--- config.mk ---
export PLATFORM = sky130hd
export DESIGN_NAME = plsb_queue
export DESIGN_NICKNAME = d
export VERILOG_FILES = /design/src/plsb_pkg.sv /design/src/plsb_queue.sv
export SDC_FILE = /design/constraint.sdc
export NUM_CORES = 1
export LEC_CHECK = 0
export ABC_CLOCK_PERIOD_IN_PS = 1750
export BUFFER_PORTS_ARGS = -buffer_cell sky130_fd_sc_hd__buf_4
export CAP_MARGIN = 20
export CORE_AREA = 5 5 76 50
export DETAILED_ROUTE_END_ITERATION = 10
export DIE_AREA = 0 0 81 55
export PLACE_DENSITY = 0.75
export SYNTH_ARGS = -nofsm -noshare
export SYNTH_HDL_FRONTEND = slang
export SYNTH_SLANG_ARGS = --single-unit
export TNS_END_PERCENT = 20
--- constraint.sdc ---
create_clock -name clk -period 1.75 [get_ports clk]
set_input_delay 0.0875 -clock clk [delete_from_list [all_inputs] [get_ports clk]]
set_output_delay 0.0875 -clock clk [all_outputs]
set_load 0.01 [all_outputs]
--- src/plsb_pkg.sv ---
package plsb_pkg;

  localparam int MSG_DEPTH_DEF = 1024;
  localparam int MAX_DIM_DEF   = 4096;
  localparam int CFG_W         = 13;
  localparam int DIM_RESET     = 8;
  localparam int DIM_MIN       = 8;
  localparam int QUEUE_DEPTH   = 4;

  localparam logic OP_BYTE  = 1'b0;
  localparam logic OP_PIXEL = 1'b1;

  localparam logic REG_ROWS = 1'b0;
  localparam logic REG_COLS = 1'b1;

  typedef enum logic [1:0] {
    STATUS_OK       = 2'd0,
    STATUS_CAPACITY = 2'd1,
    STATUS_OVERFLOW = 2'd2
  } status_t;

  typedef enum logic [1:0] {
    CH_RED   = 2'd0,
    CH_GREEN = 2'd1,
    CH_BLUE  = 2'd2
  } chan_t;

  typedef struct packed {
    logic [7:0] red;
    logic [7:0] green;
    logic [7:0] blue;
    logic       last;
    status_t    status;
    logic       sig;
    chan_t      sig_ch;
    logic       sig_mark;
  } pix_t;

  typedef struct packed {
    logic [7:0] red;
    logic [7:0] green;
    logic [7:0] blue;
    logic       frame_end;
    status_t    status;
  } pix_out_t;

  typedef struct packed {
    logic       en;
    logic [7:0] data;
  } msg_wr_t;

endpackage

--- src/plsb_queue.sv ---
module plsb_queue
  import plsb_pkg::*;
#(
  parameter int WIDTH = 8,
  parameter int DEPTH = QUEUE_DEPTH
) (
  input  logic             clk,
  input  logic             rst,
  input  logic             push,
  input  logic [WIDTH-1:0] push_data,
  output logic             full,
  input  logic             pop,
  output logic             head_valid,
  output logic [WIDTH-1:0] head_data
);

  localparam int PTR_W = (DEPTH > 1) ? $clog2(DEPTH) : 1;
  localparam int CNT_W = $clog2(DEPTH + 1);

  logic [WIDTH-1:0] slots [DEPTH];
  logic [PTR_W-1:0] head;
  logic [PTR_W-1:0] tail;
  logic [CNT_W-1:0] count;

  assign full       = (count == CNT_W'(DEPTH));
  assign head_valid = (count != '0);
  assign head_data  = slots[head];

  always_ff @(posedge clk) begin
    if (push) begin
      slots[tail] <= push_data;
    end
  end

  always_ff @(posedge clk) begin
    if (rst) begin
      head  <= '0;
      tail  <= '0;
      count <= '0;
    end else begin
      if (push) begin
        tail <= (tail == PTR_W'(DEPTH - 1)) ? '0 : tail + 1'b1;
      end
      if (pop) begin
        head <= (head == PTR_W'(DEPTH - 1)) ? '0 : head + 1'b1;
      end
      unique case ({push, pop})
        2'b10:   count <= count + 1'b1;
        2'b01:   count <= count - 1'b1;
        default: count <= count;
      endcase
    end
  end

endmodule

=== Word level (Yosys, flattened, before mapping) ===
Memory sizes are Yosys's and may differ from the RTL's. A register that Yosys moved wholly into a read port is not among the register bits.
Cells that the tools add are included.

* Register bits after elaboration: 7
* Bits in latches: 0
* RAM bits: 32
* ROM bits: 0
* Input bits: 12
* Word-level logic and storage cells: 22
* Memories kept: 1

* Add/subtract/negate cells: 4
* Multiply operators: 0
* Divide/modulo/power cells: 0
* Magnitude comparators: 0
* Eq/ne operators: 5
* Shift operators: 0
* Mux-type cells: 7
* Bitwise logic cells: 0
* Reductions and logical operators: 2

{| class="wikitable"
|+ Memory list
! name !! depth !! bits a word !! read ports !! clocked after Yosys merged registers in !! write ports !! line !! source
|-
| slots || 4 || 8 || 1 || 1 || 1 || plsb_queue.sv:20 || <nowiki>logic [WIDTH-1:0] slots [DEPTH];</nowiki>
|}

{| class="wikitable"
|+ Operator list
! operator !! number
|-
| 2-bit 2-to-1 mux || 4
|-
| 2-bit == test, second input constant || 3
|-
| 3-bit one-hot mux with 2 select lines || 1
|-
| 2-bit by 1-bit adder with 2-bit output, second input constant || 2
|-
| 3-bit by 1-bit adder with 3-bit output, second input constant || 1
|-
| 3-bit == test, second input constant || 1
|-
| 3-bit nonzero test || 1
|-
| 3-bit by 1-bit subtractor with 3-bit output, second input constant || 1
|-
| 2-bit by 1-bit == test with 1-bit output, second input constant || 1
|-
| 1-bit 2-to-1 mux || 2
|-
| 2-bit nonzero test || 1
|}

=== Logic depth before layout (Yosys ltp) ===
* Word-level depth: 4
* Mapped depth: 6

=== Worst setup path after synthesis ===
Ideal clock, no wire load.

* Path kind: flip-flop to flip-flop
* From: register count[0]
* To: register count[2]
* Library setup time: 0.070 ns
* Data arrival time: 1.305 ns
* Data required time: 1.680 ns
* Setup slack: 0.375 ns
* Stages on the path, launching flop included: 5
* Clock period less this slack: 1.375 ns
* Path through: dfxtp_1 > fa_1 > xnor2_1 > or3_1 > a21oi_1

* Longest elaborated chain between the ends: 2
* Elaborated cells on any way between the ends: 3
* Classes of those cells: 2 x add/sub; 1 x mux

{| class="wikitable"
|+ Ends and longest elaborated chain
! item !! line !! source
|-
| start, declared || plsb_queue.sv:23 || <nowiki>logic [CNT_W-1:0] count;</nowiki>
|-
| start signal, assigned || plsb_queue.sv:48 || <nowiki>2'b10: count <= count + 1'b1;</nowiki>
|-
| start signal, assigned || plsb_queue.sv:49 || <nowiki>2'b01: count <= count - 1'b1;</nowiki>
|-
| start signal, assigned || plsb_queue.sv:50 || <nowiki>default: count <= count;</nowiki>
|-
| 3-bit by 1-bit subtractor with 3-bit output or 3-bit by 1-bit adder with 3-bit output (tied branches) || plsb_queue.sv:49, plsb_queue.sv:48 ||
|-
| 3-bit one-hot mux with 2 select lines (*) || plsb_queue.sv:47 || <nowiki>unique case ({push, pop})</nowiki>
|}

Mark *: on every way between the ends. The rest lies on a longest branch, timed or not.
A chain may end at the register's enable or synchronous reset.

==> results.cfg <==
[run_status]
status = finished, final reports clean

[finish]
antenna_cells_inserted = 0
final_cell_mix = 32 x sky130_fd_sc_hd__edfxtp_1, 23 x sky130_fd_sc_hd__buf_4, 9 x sky130_fd_sc_hd__dfxtp_1, 8 x sky130_fd_sc_hd__mux4_2, 8 x sky130_fd_sc_hd__dlygate4sd3_1
non_filler_cells_final = 166
postLayoutCoreUtil_pct = 64.6
final.fill_count = 239
layout_commonest_cell = sky130_fd_sc_hd__edfxtp_1
finalNetCount = 140
layout_cells_sized_above_1_pct = 31.4
layout-area-overhead-vs-synth_pct = 24.9

[timing]
timing.final.max_slew_violations = 0
tns_ps = 0
finalHoldViolations = 0
post-route-period-util_pct = 89.1
timing.fmax_mhz = 641
setup_repair_after_global_routing_missed_its_margin = false
setup_viol = 0
timing.max_slew.rel_slack_pct = 70.3
period_minus_slack_ps = 1560
clock-skew-final_ps = 6.70
worst-slew-pin-transition_ps = 445

[logic_synthesis]
syn-instance-count = 85
ys_seq_area_share_pct = 71.5
synth_top_cell_by_area = sky130_fd_sc_hd__edfxtp_1
synth-warning-count = 0
syn_nets = 104
synth.avg_cell_area_sq_um = 18.8
post_synth_num_cell_types = 17
synth_area_sq_um = 1600
synth.top_cell.area_share_pct = 60.2
ys_ff_latch = 41
netlist_top_cells_area = sky130_fd_sc_hd__edfxtp_1 60%, sky130_fd_sc_hd__dfxtp_1 11%, sky130_fd_sc_hd__mux4_2 11%, sky130_fd_sc_hd__ha_1 4.7%, sky130_fd_sc_hd__mux2i_1 2.5%

[clocking]
cts_inserted_buffers = 5
cts_post_setup_buffers_inserted = 0
cts.repair.resized = 0
clock_tree.buffer_depth = 2
clk_latency_ps = 300
cts_root_buffer = sky130_fd_sc_hd__clkbuf_8
cts.htree.levels = 2
clock_sinks = 41
path_clk_slew_ps = 70
cts_tree = yes

[detailed_routing]
vias_per_cell = 4.98
routed_wl_um = 2770
wire_per_inst_um = 16.7
drt_drc_violations_left = 0
drt_iter0_markers = 36
drt_pre_antenna_iters = 4
route.layer.met1.wl_um = 1180
num_vias = 827
met3WireLength_um = 168
routed.top_layer = met4
wl_met2_um = 1370
antenna_violating_nets_post_route = 0

[power_and_ir_drop]
leakage_nw = 0.745
internal_dissipation_mw = 1.67
pwr_density_cell_nw_per_um2 = 1070
vdd_ir_drop_max_v = 0.000566
power.combinational.fraction_pct = 12.5
swShare_pct = 22.1
power.switching_mw = 0.474
power.share.sequential_pct = 53.1
clock_power_share_pct = 34.4

[global_routing]
grt.total_usage_pct = 15.0
global_route.overflow_total = 0
number_of_antenna_violations_at_the_first_check_in_global_routing = 0
grt_start_max_net_pins = 13
vias_in_the_first_global_route = 938
grt_pass1_wl_um = 4530

[die]
fp.coreArea_sq_um = 3080
design.die.area_sq_um = 4460
die_h_um = 55
die_w_um = 81
initial_core_util_pct = 51.7
boundaryPins = 22
floorplan.rows = 16

[min_path]
hold_path_class = primary input to flip-flop

[worst_setup_path]
path_max_fanout = 4
critical_path_required_ps = 1660
timing.critical_path.to_type = output port
critical_path.most_common_cell = sky130_fd_sc_hd__buf_4
crit_type = flip-flop to output port
worst_ep_arrival_time_ps = 1470
crit_path_max_incr_delay_ps = 510
worstPathBufferInverterCount = 2
critical-path-slowest-cell = sky130_fd_sc_hd__mux4_2
critPathTopFamily = multiplexers
timing.critical_path.from_type = flip-flop
crit_chain = buf_4, mux4_2, buf_4

[place]
dp_hpwl_um = 1880
place.port_buffers = 21
globalplace.congestion = 0.729
dp_cells = 151

[flow_run]
drv.max_cap_violation_count = 0
==> power groups by stage <==
stage	logic [mW]	registers, mW	clock network [mW]
floorplan	0.150	1.14	0
global placement	0.245	1.15	0
detailed placement	0.257	1.16	0
CTS	0.272	1.14	0.744
global route	0.296	1.14	0.794
finish	0.268	1.14	0.736
==> synth_stat cells (all sizes together) <==
cell type / number
buf: 1
or3: 2
xnor2: 1
mux4: 8
inv: 3
clkbuf: 1
xor2: 1
and2: 4
nor2: 7
o21ai: 1
a21oi: 2
fa: 1
nor3b: 2
dfxtp: 9
edfxtp: 32
ha: 6
mux2i: 4
==> logic make-up (layout without fill, tap and decap cells) <==
kind of cell,Yosys count,in the layout,synth area share [%]
AOI/OAI and AO/OA,3,3,0.941
muxes,12,12,13.8
buffers and inverters,5,41,1.73
xor gates and xnor gates,2,2,1.10
adders and majority gates,7,7,5.96
and+or+nand+nor,15,15,4.94
DFF,41,41,71.5
==> layout make-up <==
| type | count | area (sq um) | share of cell area, % |
|---|---|---|---|
| clock inverter | 2 | 35.0 | 1.76 |
| inverter | 3 | 11.3 | 0.565 |
| multi-input combinational | 39 | 427 | 21.4 |
| sequential | 41 | 1140 | 57.3 |
| timing repair buffer | 31 | 253 | 12.7 |
| clock buffer | 5 | 68.8 | 3.45 |
| tap | 45 | 56.3 | 2.83 |
==> flip-flops by register name (all words and copies together), names as in the netlist, named ones only <==
signal and count:
slots 32, count 3, head 2, tail 2
==> metrics by stage <==
| step | power, mW | setup WS (ps) | cell area (sq um) | hold slack (ps) |
|---|---|---|---|---|
| 4_1_cts | 2.15 | 166 | 1990 | 9.50 |
| 3_5_place_dp | 1.42 | 176 | 1810 | 294 |
| 6_report | 2.14 | 191 | 1990 | 22.8 |
| 3_3_place_gp | 1.40 | 260 | 1810 | 287 |
| 5_1_grt | 2.23 | 118 | 1990 | 10.2 |
| 2_1_floorplan | 1.29 | 375 | 1600 | 157 |
==> metal layers <==
| layer | vias up | GRT usage (%) |
|---|---|---|
| met5 | - | 0 |
| met4 | 0 | 6.74 |
| met3 | 4 | 6.96 |
| met2 | 21 | 25.3 |
| met1 | 408 | 16.7 |
| li1 | 394 | - |
==> worst register-to-register path: cells and delay by family (launching register included) <==
family	cells	cell delay [ps]
flops	1	370
xor+xnor	1	150
fa+ha+maj	1	450
simple gates	1	310
compound gates	1	150
==> repair_timing <==
action / 4_1_cts / 5_1_grt
endpoints found under the setup margin: 0 / 0
hold buffers: 8 / 0
endpoints found under the hold margin: 32 / 0
==> path summary, 6_finish.rpt <==
kind,start,end,slack (ps),cells past startpoint
hold reg to reg,count[2],count[2],520,2
setup reg to reg,count[0],count[2],260,4
setup / recovery,flip-flop,head_data[5],190,3
hold / removal,rst,count[0],20,2
Note: power is estimated with default switching activity, not from simulation.
