==> config.mk <==
export PLATFORM = sky130hd
export DESIGN_NAME = plsb_front
export DESIGN_NICKNAME = d
export VERILOG_FILES = /design/src/plsb_pkg.sv /design/src/plsb_front.sv
export SDC_FILE = /design/constraint.sdc
export NUM_CORES = 1
export LEC_CHECK = 0
export BUFFER_PORTS_ARGS = -buffer_cell sky130_fd_sc_hd__clkbuf_2
export CORE_MARGIN = 10
export CORE_UTILIZATION = 25
export CTS_CLUSTER_SIZE = 8
export DETAILED_ROUTE_END_ITERATION = 16
export PLACE_DENSITY = 0.42
export SYNTH_ARGS = -nofsm -noshare
export SYNTH_HDL_FRONTEND = slang
export SYNTH_SLANG_ARGS = --single-unit
==> constraint.sdc <==
create_clock -name clk -period 9.25 [get_ports clk]
set_clock_uncertainty 0.1 [all_clocks]
set_input_delay 0.925 -clock clk [delete_from_list [all_inputs] [get_ports clk]]
set_output_delay 0.925 -clock clk [all_outputs]
set_load 0.005 [all_outputs]
==> src/plsb_pkg.sv <==
package plsb_pkg;

  localparam int MSG_DEPTH_DEF = 1024;
  localparam int MAX_DIM_DEF   = 4096;
  localparam int CFG_W         = 13;
  localparam int DIM_RESET     = 8;
  localparam int DIM_MIN       = 8;
  localparam int QUEUE_DEPTH   = 4;

  localparam logic OP_BYTE  = 1'b0;
  localparam logic OP_PIXEL = 1'b1;

  localparam logic REG_ROWS = 1'b0;
  localparam logic REG_COLS = 1'b1;

  typedef enum logic [1:0] {
    STATUS_OK       = 2'd0,
    STATUS_CAPACITY = 2'd1,
    STATUS_OVERFLOW = 2'd2
  } status_t;

  typedef enum logic [1:0] {
    CH_RED   = 2'd0,
    CH_GREEN = 2'd1,
    CH_BLUE  = 2'd2
  } chan_t;

  typedef struct packed {
    logic [7:0] red;
    logic [7:0] green;
    logic [7:0] blue;
    logic       last;
    status_t    status;
    logic       sig;
    chan_t      sig_ch;
    logic       sig_mark;
  } pix_t;

  typedef struct packed {
    logic [7:0] red;
    logic [7:0] green;
    logic [7:0] blue;
    logic       frame_end;
    status_t    status;
  } pix_out_t;

  typedef struct packed {
    logic       en;
    logic [7:0] data;
  } msg_wr_t;

endpackage

==> src/plsb_front.sv <==
module plsb_front
  import plsb_pkg::*;
#(
  parameter int MSG_DEPTH = MSG_DEPTH_DEF,
  parameter int MAX_DIM   = MAX_DIM_DEF,
  localparam int LEN_W    = $clog2(MSG_DEPTH + 1)
) (
  input  logic                          clk,
  input  logic                          rst,
  input  logic                          in_valid,
  output logic                          in_stall,
  input  logic                          operation,
  input  logic [7:0]                    message_byte,
  input  logic                          message_last,
  input  logic [7:0]                    red_in,
  input  logic [7:0]                    green_in,
  input  logic [7:0]                    blue_in,
  input  logic                          config_write,
  input  logic                          config_index,
  input  logic [CFG_W-1:0]              config_data,
  output logic                          q_push,
  output logic [$bits(pix_t)+LEN_W-1:0] q_data,
  input  logic                          q_full,
  input  logic                          frame_done,
  output msg_wr_t                       msg_wr,
  output logic [LEN_W-1:0]              fill
);

  localparam int DIM_W       = $clog2(MAX_DIM + 1);
  localparam int CNT_W       = $clog2(MAX_DIM);
  localparam int CAP_W       = 2 * DIM_W + 2;
  localparam int CMP_W       = (LEN_W > CAP_W) ? LEN_W : CAP_W;
  localparam int END_W       = $clog2(QUEUE_DEPTH + 1);
  localparam int SIG_SPAN    = 4;
  localparam int CAP_RESERVE = 12;
  localparam logic [CAP_W-1:0] CAP_RESET =
    CAP_W'(DIM_RESET * DIM_RESET * 3 / 4 - CAP_RESERVE);
  localparam logic [LEN_W-1:0] DEPTH_LEN = LEN_W'(MSG_DEPTH);

  function automatic logic [DIM_W-1:0] clamp_dim(input logic [CFG_W-1:0] v);
    logic [31:0] w;
    w = 32'(v);
    if (w < 32'(DIM_MIN)) begin
      w = 32'(DIM_MIN);
    end else if (w > 32'(MAX_DIM)) begin
      w = 32'(MAX_DIM);
    end
    return DIM_W'(w);
  endfunction

  logic [DIM_W-1:0]   rows;
  logic [DIM_W-1:0]   cols;
  logic [DIM_W-1:0]   rows_next;
  logic [DIM_W-1:0]   cols_next;
  logic [CAP_W-1:0]   cap;
  logic [CAP_W-1:0]   cap_next;
  logic [2*DIM_W-1:0] area;

  logic [LEN_W-1:0] length;
  logic             overflow;
  logic             closed;
  logic [CNT_W-1:0] row;
  logic [CNT_W-1:0] col;
  logic [END_W-1:0] ends_pending;

  logic             accept;
  logic             byte_acc;
  logic             pix_acc;
  logic [DIM_W-1:0] r_ext;
  logic [DIM_W-1:0] c_ext;
  logic [DIM_W-1:0] n1;
  logic [DIM_W-1:0] m1;
  logic [DIM_W-1:0] green_k;
  logic [DIM_W-1:0] blue_k;
  logic             col_wrap;
  logic             row_wrap;
  logic             is_last;
  logic             red_hit;
  logic             green_hit;
  logic             blue_hit;
  pix_t             pix;

  // capacity is refreshed on the same edge as the dimensions
  always_comb begin
    rows_next = rows;
    cols_next = cols;
    if (config_write) begin
      if (config_index == REG_ROWS) begin
        rows_next = clamp_dim(config_data);
      end else begin
        cols_next = clamp_dim(config_data);
      end
    end
    area     = (2*DIM_W)'(rows_next) * (2*DIM_W)'(cols_next);
    cap_next = CAP_W'((CAP_W'(area) * CAP_W'(3)) >> 2) - CAP_W'(CAP_RESERVE);
  end

  always_ff @(posedge clk) begin
    if (rst) begin
      rows <= DIM_W'(DIM_RESET);
      cols <= DIM_W'(DIM_RESET);
      cap  <= CAP_RESET;
    end else begin
      rows <= rows_next;
      cols <= cols_next;
      cap  <= cap_next;
    end
  end

  assign in_stall = (operation == OP_PIXEL) ? q_full : (ends_pending != '0);
  assign accept   = in_valid && !in_stall;
  assign byte_acc = accept && (operation == OP_BYTE);
  assign pix_acc  = accept && (operation == OP_PIXEL);

  always_comb begin
    r_ext     = DIM_W'(row);
    c_ext     = DIM_W'(col);
    n1        = rows - 1'b1;
    m1        = cols - 1'b1;
    green_k   = m1 - c_ext;
    blue_k    = n1 - r_ext;
    col_wrap  = (c_ext >= m1);
    row_wrap  = (r_ext >= n1);
    is_last   = col_wrap && row_wrap;
    red_hit   = (r_ext < DIM_W'(SIG_SPAN)) && (c_ext == m1);
    green_hit = (r_ext == n1) && (c_ext <= m1) && (green_k < DIM_W'(SIG_SPAN));
    blue_hit  = (c_ext == '0) && (r_ext <= n1) && (blue_k < DIM_W'(SIG_SPAN));

    pix          = '0;
    pix.red      = red_in;
    pix.green    = green_in;
    pix.blue     = blue_in;
    pix.last     = is_last;
    pix.sig_ch   = CH_RED;
    if (overflow) begin
      pix.status = STATUS_OVERFLOW;
    end else if (CMP_W'(length) > CMP_W'(cap)) begin
      pix.status = STATUS_CAPACITY;
    end else begin
      pix.status = STATUS_OK;
    end
    if (red_hit) begin
      pix.sig      = 1'b1;
      pix.sig_ch   = CH_RED;
      pix.sig_mark = !r_ext[0];
    end else if (green_hit) begin
      pix.sig      = 1'b1;
      pix.sig_ch   = CH_GREEN;
      pix.sig_mark = !green_k[0];
    end else if (blue_hit) begin
      pix.sig      = 1'b1;
      pix.sig_ch   = CH_BLUE;
      pix.sig_mark = !blue_k[0];
    end
  end

  assign q_push      = pix_acc;
  assign q_data      = {pix, length};
  assign msg_wr.en   = byte_acc && !closed && (length < DEPTH_LEN);
  assign msg_wr.data = message_byte;

  always_ff @(posedge clk) begin
    if (rst) begin
      length       <= '0;
      fill         <= '0;
      overflow     <= 1'b0;
      closed       <= 1'b0;
      row          <= '0;
      col          <= '0;
      ends_pending <= '0;
    end else begin
      if (byte_acc && !closed) begin
        if (msg_wr.en) begin
          length <= length + 1'b1;
        end else begin
          overflow <= 1'b1;
        end
        if (message_last) begin
          closed <= 1'b1;
        end
      end

      if (frame_done) begin
        fill <= '0;
      end else if (msg_wr.en) begin
        fill <= fill + 1'b1;
      end

      if (pix_acc) begin
        if (col_wrap) begin
          col <= '0;
          row <= row_wrap ? '0 : row + 1'b1;
        end else begin
          col <= col + 1'b1;
        end
        if (is_last) begin
          length   <= '0;
          overflow <= 1'b0;
          closed   <= 1'b0;
        end
      end

      if (pix_acc && is_last && !frame_done) begin
        ends_pending <= ends_pending + 1'b1;
      end else if (!(pix_acc && is_last) && frame_done) begin
        ends_pending <= ends_pending - 1'b1;
      end
    end
  end

  a_write_at_fill: assert property (@(posedge clk) disable iff (rst)
    msg_wr.en |-> (fill == length))
    else $error("message write while store fill and length disagree");

  a_ends_bound: assert property (@(posedge clk) disable iff (rst)
    ends_pending <= END_W'(QUEUE_DEPTH))
    else $error("more frame ends in flight than queue slots");

endmodule

; ---- Word level (Yosys, flattened, before mapping)
; Index checks and enable logic that the tools add are counted.
; Widths: inputs -> output; s select.
[totals]
word_cells = 91
ff_bits = 105
[classes]
bitwise = 1
n_mux = 28
addsub = 11
reduce_logical = 26
n_mul = 2
eq_ne = 2
magnitude_cmp = 11
[op_table]
columns = cell, count
row1 = $mux 13, 6
row2 = $mux 11, 4
row3 = $gt 11x28->1, 1
row4 = $mul 26x2->28 const B, 1
row5 = $sub 26x4->27 const B, 1
row6 = $eq 12x13->1, 2
row7 = $ge 12x13->1, 2
row8 = $le 12x13->1, 2
row9 = $lt 13x3->1 const B, 2
row10 = $mul 13x13->26, 1
row11 = $sub 13x1->13 const B, 2
row12 = $sub 13x12->13, 2
row13 = $add 12x1->12 const B, 2
row14 = $mux 12, 2
row15 = $add 11x1->11 const B, 2
row16 = $logic_and 1x1->1, 14
row17 = $gt 13x13->1 const B, 1
row18 = $lt 13x4->1 const B, 1
row19 = $logic_not 12->1, 1
row20 = $lt 12x3->1 const B, 1
row21 = $mux 4, 3
row22 = $lt 11x11->1 const B, 1
row23 = $mux 1, 10
row24 = $logic_not 1->1, 7
row25 = other kinds (9), 10

; ---- Depth between registers and ports, before layout
; Gate-level depths: netlist of the first run.
[logic_depth]
depth_word = 11
depth_mapped = 43
mapped_depth_nobuf = 40

; ---- Worst setup path after synthesis of the first run
; Ideal clock, no wire load.
[synth_path]
path_kind = input to register
from = input config_data[10]
to = register cap[24]
t_required_ps = 9027
arrival_ps = 9464
setup_ps = 123
path_buffers = 3
path_slack_ps = -437
stages = 41
cell_sequence = nor4_2 and3_1 nor2_1 nand2_1 nor2_1 a21oi_1 clkbuf_1 nor2_1 fa_1 inv_1 fa_1 inv_1 fa_1 inv_1 fa_1 fa_1 inv_1 ha_1 [5 not listed] o21ai_0 nor3b_1 nor2_1 ha_1 buf_6 a21oi_2 o21bai_1 a21oi_1 nand2_1 o31ai_1 nor4b_1 or4_4 or3_1 buf_2 o31a_1 a2bb2oi_1 o21ai_1 o31ai_1
[synth_via]
elab_chain_len = 8
elab_cells_between_ends = 11
[synth_rtl]
columns = item, line
row1 = from (decl), plsb_front.sv:20  ; input logic [CFG_W-1:0] config_data,
row2 = $gt 13x13->1, plsb_front.sv:45  ; end else if (w > 32'(MAX_DIM)) begin
row3 = $mux 13, plsb_front.sv:45
row4 = $mux 13 *, plsb_front.sv:43  ; if (w < 32'(DIM_MIN)) begin
row5 = $mux 13, plsb_front.sv:88  ; if (config_index == REG_ROWS) begin
row6 = $mux 13, plsb_front.sv:87  ; if (config_write) begin
row7 = $mul 13x13->26 *, plsb_front.sv:94  ; area = (2*DIM_W)'(rows_next) * (2*DIM_W)'(cols_next);
row8 = $mul 26x2->28 *, plsb_front.sv:95  ; cap_next = CAP_W'((CAP_W'(area) * CAP_W'(3)) >> 2) - CAP_W'(CAP_RESERVE);
row9 = $sub 26x4->27 *, plsb_front.sv:95
row10 = to (signal assigned), plsb_front.sv:106  ; cap <= cap_next;
row11 = to (decl), plsb_front.sv:55  ; logic [CAP_W-1:0] cap;
; Mark *: on every way between the ends. The rest lies on a longest branch, timed or not.
; A chain may end at the register's enable or synchronous reset.

; ---- Worst setup path after layout of the first run
[layout_path]
from = input config_data[11]
to = register cap[26]
; Same word-level chain as after synthesis.

==> results of run 1 <==
[cell type report]
cell class,instances,area share (%)
Tap cell,696,5.19
Inverter,216,4.83
Clock inverter,5,0.246
Timing Repair Buffer,290,12.4
Sequential cell,104,12.4
Clock buffer,10,1.42
Multi-Input combinational cell,1302,63.5
[worst paths after layout]
path / slack [ns] / depth (start not counted) / end
max: 0.38 / 38 / cap[26]$_SDFF_PP0_
min: 0.39 / 2 / ends_pending[2]$_SDFFE_PP0P_
max reg2reg: 1.24 / 32 / cap[26]$_SDFF_PP0_
min reg2reg: 0.39 / 2 / ends_pending[2]$_SDFFE_PP0P_
[cells by family (layout without fill, tap and decap cells)]
group	after synthesis	count (layout)	synth area share [%]
AO/OA/AOI/OAI	263	263	13.2
multiplexers	16	16	1.22
flip-flops	104	104	15.3
adder cells (fa/ha/maj)	263	263	30.9
AND/OR/NAND/NOR	636	636	21.9
buffers and inverters	297	521	9.36
XOR/XNOR	124	124	8.12
[repair_timing]
action	4_1_cts	5_1_grt
hold endpoints to repair	0	0
pin swaps	0	28
gates resized for setup	1	77
setup buffers	0	7
endpoints found under the setup margin	2	11
cloned	0	0
[per-layer routing]
layer | share of wire [%] | up-vias
met4 | 1.8 | 0
met2 | 48 | 172
met3 | 4.0 | 29
li1 | - | 6056
met5 | 0 | -
met1 | 46 | 5889
[sequential cells by signal, indices dropped and copies added, names as in the netlist]
signal,count
cap,27
cols,13
rows,13
col,12
row,12
fill,11
length,11
ends_pending,3
closed,1
overflow,1
[cell usage after synthesis, types with 9 or more instances]
library cell,number
a211oi_1,10
a21o_1,18
a21oi_1,54
a31oi_1,11
and2_1,9
and3_1,20
buf_4,37
clkbuf_1,38
dfxtp_1,104
fa_1,123
ha_1,140
inv_1,214
mux2i_1,11
nand2_1,171
nand2b_1,24
nand3_1,18
nand4_1,35
nor2_1,241
nor2b_1,15
nor3_1,29
nor4_1,19
o21a_1,36
o21ai_0,40
o21ai_1,15
or3_1,13
xnor2_1,71
xor2_1,50
[per-stage QoR]
step	setup WS (ns)	area [um^2]	utilization, %	hold slack, ns	setup TNS [ns]
4_1_cts	0.00182	16400	30.4	0.398	0
6_report	0.381	16800	31.1	0.390	0
2_1_floorplan	0.00431	13700	-	0.359	0
3_3_place_gp	-0.293	16100	29.9	0.383	-1.75
3_5_place_dp	-0.391	16100	29.9	0.386	-2.31
5_1_grt	-0.0183	16800	31.1	0.449	-0.0252
[power by group]
| group | internal (mW) | total, mW | switching, mW |
|---|---|---|---|
| logic | 0.404 | 0.877 | 0.474 |
| clock network | 0.192 | 0.384 | 0.192 |
| registers | 0.483 | 0.500 | 0.0175 |
[worst max-delay path: cells and delay by family]
family	cells	cell delay, ns
xor gates and xnor gates	1	0.16
and+or+nand+nor	11	2.34
adders and majority gates	7	2.86
AOI/OAI and AO/OA	10	1.76
buffers and inverters	9	0.99
==> impl_metrics.toml, run 1 <==
[global_routing]
globalRouteOverflowTotal = 0
grt_antenna_before_repair = 0
grt_max_degree = 41
gr-max-usage-layer = "met2"
grt.met2_usage_pct = 21.2
global_route_wire_length_before_repair_um = 64400
grt_util_all_layers_pct = 12.6
grt_pass1_vias = 12100
m3_gr_usage_pct = 1.72
met1_track_usage_gr_pct = 16.4

[yosys]
netlist.area_leader.share_pct = 18.0
synth_cells = 1703
synth_top_cell_by_area = "fa_1"
synth_top_cells_by_area = "fa_1, dfxtp_1, ha_1"
postSynthNetCount = 2020
synth.yosys.warnings = 0
syn_area_per_cell_um2 = 8.01
synthesized_cell_area_um2 = 13600
edff_count_synth = 0
yosys.cell_types.count = 86
yosysSeqAreaShare_pct = 15.3
yosys_most_used_dff = "dfxtp_1"
synth_async_sr_flop_share_pct = 0
synth.ff_latch_count = 104

[drt]
routedWlPerCell_um = 15.3
ratio_of_routed_vias_to_standard_cells = 4.63
ant_nets = 0
drcViolationCount = 0
dr.pass1.iters = 4
routed_wirelength_um = 40200
vias = 12100
drt_iter0_markers = 502

[die]
die_y_um = 254
row_count = 85
die_area_um2 = 64300
number_of_primary_i_o_pins = 118
fp.coreArea_um2 = 53900
die_width_um = 254
initial_core_util_pct = 25.3

[layout]
post_route_cells_drive_above_1_share_pct = 21.0
commonest_cells_after_routing_fill_and_taps_aside = "buf_4, nor2_1, inv_1"
filler_cell_count = 5788
mostFrequentLayoutCell = "buf_4"
area_growth_pct = 22.9
seqCellArea_um2 = 2080
multi_input_comb_area_um2 = 10700
num-nets-final = 2240
final_cells = 2623
antenna_cells_inserted = 0

[clock_network]
cts-hold-fix-buffers = 0
clock_path_buffers = 2
cts_inserted_buffers = 9
cts.htree.levels = 3
tritoncts = "done"
clkTransAtPathRegs_ns = 0.08
clkLatencyLatePin_ns = 0.37
clock_sinks = 104
cts-root-buf = "clkbuf_16"

[worst_hold_path]
hp-class = "flip-flop to flip-flop"
min_from = "ends_pending[2]$_SDFFE_PP0P_"

[timing]
top_achievable_clock_speed_mhz = 113
tcrit_tclk_final_pct = 95.9
timing.final.crit_period_ns = 8.87
relSlewSlack_pct = 34.1
final-hold-violation-count = 0
worst_slew_pin_slew_ns = 0.988
maxSlewViolCount = 0
finish_stage_setup_viols = 0

[worst_setup_path]
critical_path.max_stage_delay_ns = 0.53
crit_fanout = 5
worstSetupStartpoint = "config_data[11]"
r2r-start = "cols[3]$_SDFF_PP1_"
critical_path.most_common_cell = "fa_1"
required_time_of_the_critical_path_ns = 9.43
path_class = "input port to flip-flop"
crit_slowest_cell = "or4_4"
kind_of_start_point_of_the_critical_path = "input port"
critPathCaptureType = "flip-flop"
cp_data_arrival_time_ns = 9.05

[placement]
placement.io_buffers = 53
placedCellCount = 2601
gp_congestion = 0.861
hpwl_um = 34600

[flow_run]
timing.max_cap.violations = 0

[power_and_ir_drop]
vdd.ir_drop.worst_v = 0.0000758
power_mw = 1.76
static-leakage-power_nw = 7.90
pwr_density_cell_nw_per_um2 = 105

[run_status]
status = "completed"
Note: power is estimated with default switching activity, not from simulation.
==> run 2, diff against run 1 <==
- BUFFER_PORTS_ARGS: -buffer_cell sky130_fd_sc_hd__clkbuf_2 -> unset
- DONT_BUFFER_PORTS: unset -> 1
- PLACE_DENSITY: 0.42 -> 0.41
==> run 2 against run 1 <==
Net effect: global-route usage rose by 0.12 points; critical path depth fell by 2; critical path type unchanged; sequential cell count did not move; clock-buffer cell count did not move; cell area fell by 5.6%; non-clock buffer count fell by 118; first-iteration DRC count rose by 8.4%; via count fell by 3.9%.
==> impl_metrics.toml, run 2 (same netlist as run 1, synthesis figures left out) <==
[global_routing]
grt_util_all_layers_pct = 12.7
grt_antenna_before_repair = 0
globalRouteOverflowTotal = 0
grt_pass1_vias = 11800
grt_max_degree = 62
global_route_wire_length_before_repair_um = 64900

[layout]
num-nets-final = 2122
multi_input_comb_area_um2 = 10400
antenna_cells_inserted = 0
largest_register_ff_count = 27
max_flop_register = "cap"
post_route_cells_drive_above_1_share_pct = 14.4
mostFrequentLayoutCell = "nor2_1"
commonest_cells_after_routing_fill_and_taps_aside = "nor2_1, inv_1, nand2_1"
area_growth_pct = 16.1
seqCellArea_um2 = 2080
biggestRegsByFlops = "cap: 27 flops, cols: 13 flops, rows: 13 flops"
filler_cell_count = 5863

[timing]
relSlewSlack_pct = 35.7
timing.final.crit_period_ns = 8.78
tcrit_tclk_final_pct = 94.9
final-hold-violation-count = 0
top_achievable_clock_speed_mhz = 114
finish_stage_setup_viols = 0
worst_slew_pin_slew_ns = 0.965
hold_slack_ns = 0.407
setup-tns-final_ns = 0
rsz0062_at_grt = "false"
maxSlewViolCount = 0

[clock_network]
tritoncts = "done"
cts.htree.levels = 3
cts-root-buf = "clkbuf_16"
clock_path_buffers = 2
clock_sinks = 104
clkTransAtPathRegs_ns = 0.08
clkLatencyLatePin_ns = 0.38
cts_inserted_buffers = 9
cts-hold-fix-buffers = 0

[worst_setup_path]
critical_path.most_common_cell = "fa_1"
path_class = "input port to flip-flop"
crit_fanout = 13
critPathCaptureType = "flip-flop"
kind_of_start_point_of_the_critical_path = "input port"
cp_data_arrival_time_ns = 8.94
timing.reg2reg.setup_slack_ns = 1.14
critical_path.max_stage_delay_ns = 0.54
required_time_of_the_critical_path_ns = 9.41
crit_slowest_cell = "or4_4"

[drt]
drt_iter0_markers = 544
drcViolationCount = 0
routedWlPerCell_um = 15.9
ant_nets = 0
vias = 11700
ratio_of_routed_vias_to_standard_cells = 4.66
routed_wirelength_um = 39700
dr.pass1.iters = 5

[die]
die_y_um = 254
number_of_primary_i_o_pins = 118
initial_core_util_pct = 25.3
die_area_um2 = 64300
die_width_um = 254
fp.coreArea_um2 = 53900
row_count = 85

[placement]
hpwl_um = 34000
gp_congestion = 0.880
placement.io_buffers = 0

[power_and_ir_drop]
power_mw = 1.72
static-leakage-power_nw = 7.33
vdd.ir_drop.worst_v = 0.0000829
pwr_density_cell_nw_per_um2 = 109

[worst_hold_path]
hp-class = "flip-flop to flip-flop"

[run_status]
status = "completed"

[flow_run]
timing.max_cap.violations = 0
[run 2: final timing paths]
path	from	endpoint	cells after the start
setup / recovery	config_data[4]	cap[24]$_SDFF_PP0_	36
hold / removal	ends_pending[2]$_SDFFE_PP0P_	ends_pending[2]$_SDFFE_PP0P_	2
setup reg to reg	rows[5]$_SDFF_PP0_	cap[24]$_SDFF_PP0_	33
hold reg to reg	ends_pending[2]$_SDFFE_PP0P_	ends_pending[2]$_SDFFE_PP0P_	2
[run 2: worst max-delay path: cells and delay by family]
family                   cells  cell delay [ns]
XOR/XNOR                     1             0.22
AO/OA/AOI/OAI                9             1.58
multiplexers                 1             0.29
adder cells (fa/ha/maj)      7             3.17
AND/OR/NAND/NOR             10             1.86
buffers and inverters        8             0.90
[run 2: report_power, final]
group / internal, mW / switching, mW / total, mW
Combinational: 0.368 / 0.449 / 0.816
Clock: 0.197 / 0.207 / 0.404
Sequential: 0.483 / 0.0181 / 0.501
[run 2: repair_timing]
action                     in CTS  in global routing
setup endpoints to repair       0                 10
gates resized for setup         0                 37
setup buffers                   0                  3
[run 2: area by class of cell]
type                            instances  area share (%)
Clock inverter                          6           0.387
Multi-Input combinational cell       1302            66.0
Timing Repair Buffer                  172            8.38
Clock buffer                           10            1.51
Tap cell                              696            5.50
Inverter                              216            5.12
Sequential cell                       104            13.1
[run 2: metal layers]
metal / vias up / part of all wire (%) / GRT usage (%)
met1: 5669 / 47 / 16.6
met4: 0 / 1.3 / 2.94
met2: 156 / 49 / 21.7
met5: - / 0 / 0
li1: 5832 / - / -
met3: 21 / 3.2 / 1.72
[run 2: stage by stage]
step                instance area (um^2)  instances  utilization, %  worst slack (ns)
global route                       15800       2506            29.4           0.00687
detailed placement                 15400       2487            28.5            -0.213
CTS                                15700       2503            29.1             0.155
finish                             15800       2506            29.4             0.472
global placement                   15400       2487            28.5            -0.121
floorplan                          13700       1703               -           0.00431
==> run 3, diff against run 2 <==
- CORE_UTILIZATION: 25 -> 40
- CTS_CLUSTER_DIAMETER: unset -> 80
- GPL_TIMING_DRIVEN: unset -> 0
- PLACE_DENSITY: 0.41 -> 0.57
==> run 3 against run 2 <==
Net effect: wire length decreased by 4.6%; sequential power about the same; combinational power decreased by 2%; first-iteration DRC count increased by 27%; total power decreased by 0.36%; critical path type unchanged; critical endpoint unchanged; largest power group unchanged.
==> impl_metrics.toml, run 3 (same netlist as run 1, synthesis figures left out) <==
[run_status]
status = "completed"

[die]
fp.coreArea_um2 = 33600
number_of_primary_i_o_pins = 118
row_count = 67
die_area_um2 = 41900
die_y_um = 205
initial_core_util_pct = 40.6
die_width_um = 205

[layout]
biggestRegsByFlops = "cap: 27 flops, cols: 13 flops, rows: 13 flops"
num-nets-final = 2064
multi_input_comb_area_um2 = 11000
layout.cell_area.non_filler_um2 = 15600
area_growth_pct = 14.2
post_route_cells_drive_above_1_share_pct = 15.0
final_cells = 2200
largest_register_ff_count = 27
max_flop_register = "cap"
mostFrequentLayoutCell = "nor2_1"
antenna_cells_inserted = 0
filler_cell_count = 3305
commonest_cells_after_routing_fill_and_taps_aside = "nor2_1, inv_1, nand2_1"
seqCellArea_um2 = 2080

[timing]
worst_slew_pin_slew_ns = 1.11
timing.final.crit_period_ns = 9.09
hold_slack_ns = 0.406
rsz0062_at_grt = "true"
tcrit_tclk_final_pct = 98.3
final-hold-violation-count = 0
maxSlewViolCount = 0
relSlewSlack_pct = 23.9
top_achievable_clock_speed_mhz = 110
finish_stage_setup_viols = 0

[clock_network]
clock_path_buffers = 2
cts.htree.levels = 3
cts-hold-fix-buffers = 0
cts-root-buf = "clkbuf_16"
clkLatencyLatePin_ns = 0.36
clkTransAtPathRegs_ns = 0.08
clock_sinks = 104
cts_inserted_buffers = 9
tritoncts = "done"

[worst_setup_path]
required_time_of_the_critical_path_ns = 9.40
critPathCaptureType = "flip-flop"
crit_fanout = 8
worstSetupStartpoint = "config_data[10]"
r2r-start = "rows[3]$_SDFF_PP1_"
kind_of_start_point_of_the_critical_path = "input port"
critical_path.most_common_cell = "fa_1"
critical_path.max_stage_delay_ns = 0.54
path_class = "input port to flip-flop"
ff2ff_path_depth = 34
endpoint = "cap[24]$_SDFF_PP0_"
crit_slowest_cell = "fa_1"
cp_data_arrival_time_ns = 9.25
timing.rr.end = "cap[24]$_SDFF_PP0_"
timing.reg2reg.setup_slack_ns = 0.94

[worst_hold_path]
min_from = "ends_pending[2]$_SDFFE_PP0P_"
hp-class = "flip-flop to flip-flop"

[power_and_ir_drop]
clockPowerShare_pct = 24.2
p_sw_uw = 685
vdd.ir_drop.worst_v = 0.0000926
static-leakage-power_nw = 7.08
sw_frac_of_total_pct = 39.9
intPower_mw = 1.03
pwr_density_cell_nw_per_um2 = 110
comb_power_share_pct = 46.7
power_frac_seq_pct = 29.1

[placement]
postPlaceCellArea_um2 = 14300
hpwl_um = 31100
placedCellCount = 2151
gp_congestion = 0.917
placement.io_buffers = 0

[drt]
drcViolationCount = 0
dr.pass1.iters = 5
ant_nets = 0
ratio_of_routed_vias_to_standard_cells = 5.33
drt_iter0_markers = 693
vias = 11700
routed_wirelength_um = 37900
routedWlPerCell_um = 17.2

[global_routing]
globalRouteOverflowTotal = 0
grt.met2_usage_pct = 29.7
gr-max-usage-layer = "met2"
grt_pass1_vias = 11300
grt_util_all_layers_pct = 17.7
grt_antenna_before_repair = 0
global_route_wire_length_before_repair_um = 59900
grt_max_degree = 21
m3_gr_usage_pct = 2.91
met1_track_usage_gr_pct = 22.9

[flow_run]
timing.max_cap.violations = 0
-- run 3: cell types whose count changed in the layout (fill, tap and decap cells not counted), sizes merged --
cell / change
buf: -86
clkbuf: +27
clkinv: +2
bufinv: +1
clkinvlp: -1
inv: -1
-- run 3: power groups by stage --
stage,logic [mW],clock network (mW),registers (mW)
after CTS,0.752,0.421,0.500
after global routing,0.891,0.441,0.504
after detailed placement,0.721,0,0.511
after global placement,0.712,0,0.510
final,0.801,0.414,0.500
after floorplan,0.571,0,0.505
-- run 3: what timing repair did --
item	4_1_cts	5_1_grt
endpoints found under the setup margin	14	10
pin swaps	15	55
resized for setup	80	104
buffers inserted	20	21
hold endpoints to repair	0	0
-- run 3: how the worst min path moves through the flow --
stage                                         endpoint  slack, ns  depth (start not counted)
final                     ends_pending[2]$_SDFFE_PP0P_       0.41                          2
after global routing      ends_pending[2]$_SDFFE_PP0P_       0.44                          2
after CTS                 ends_pending[2]$_SDFFE_PP0P_       0.41                          2
after detailed placement  ends_pending[2]$_SDFFE_PP0P_       0.40                          2
after global placement    ends_pending[2]$_SDFFE_PP0P_       0.38                          2
after floorplan           ends_pending[2]$_SDFFE_PP0P_       0.36                          2
-- run 3: layer usage --
metal	part of all wire [%]	routed length, um
met3	4.6	1750
met4	1.9	707
met2	49	18600
met5	0	0
met1	44	16800
-- run 3: cell type report --
cell class / instances / share of cell area (%)
Buffer: 73 / 3.18
Clock buffer: 9 / 1.45
Clock inverter: 7 / 0.634
Inverter: 216 / 5.20
Multi-Input combinational cell: 1302 / 70.6
Sequential cell: 104 / 13.4
Tap cell: 448 / 3.60
Timing Repair Buffer: 41 / 2.02
-- run 3: worst max-delay path, delay by kind of cell --
family,cells,cell delay [ns]
adder cells (fa/ha/maj),7,3.06
AO/OA/AOI/OAI,12,2.27
AND/OR/NAND/NOR,11,2.23
buffers and inverters,6,0.61
XOR/XNOR,1,0.15
-- run 3: through the flow --
step,utilization (%),setup slack [ns],setup TNS [ns],total power [mW]
2_1_floorplan,-,0.00431,0,1.08
3_3_place_gp,42.4,-1.44,-13.00,1.22
3_5_place_dp,42.4,-1.59,-13.96,1.23
4_1_cts,44.6,-0.0597,-0.0597,1.67
5_1_grt,46.4,-0.121,-0.515,1.84
6_report,46.4,0.156,0,1.72
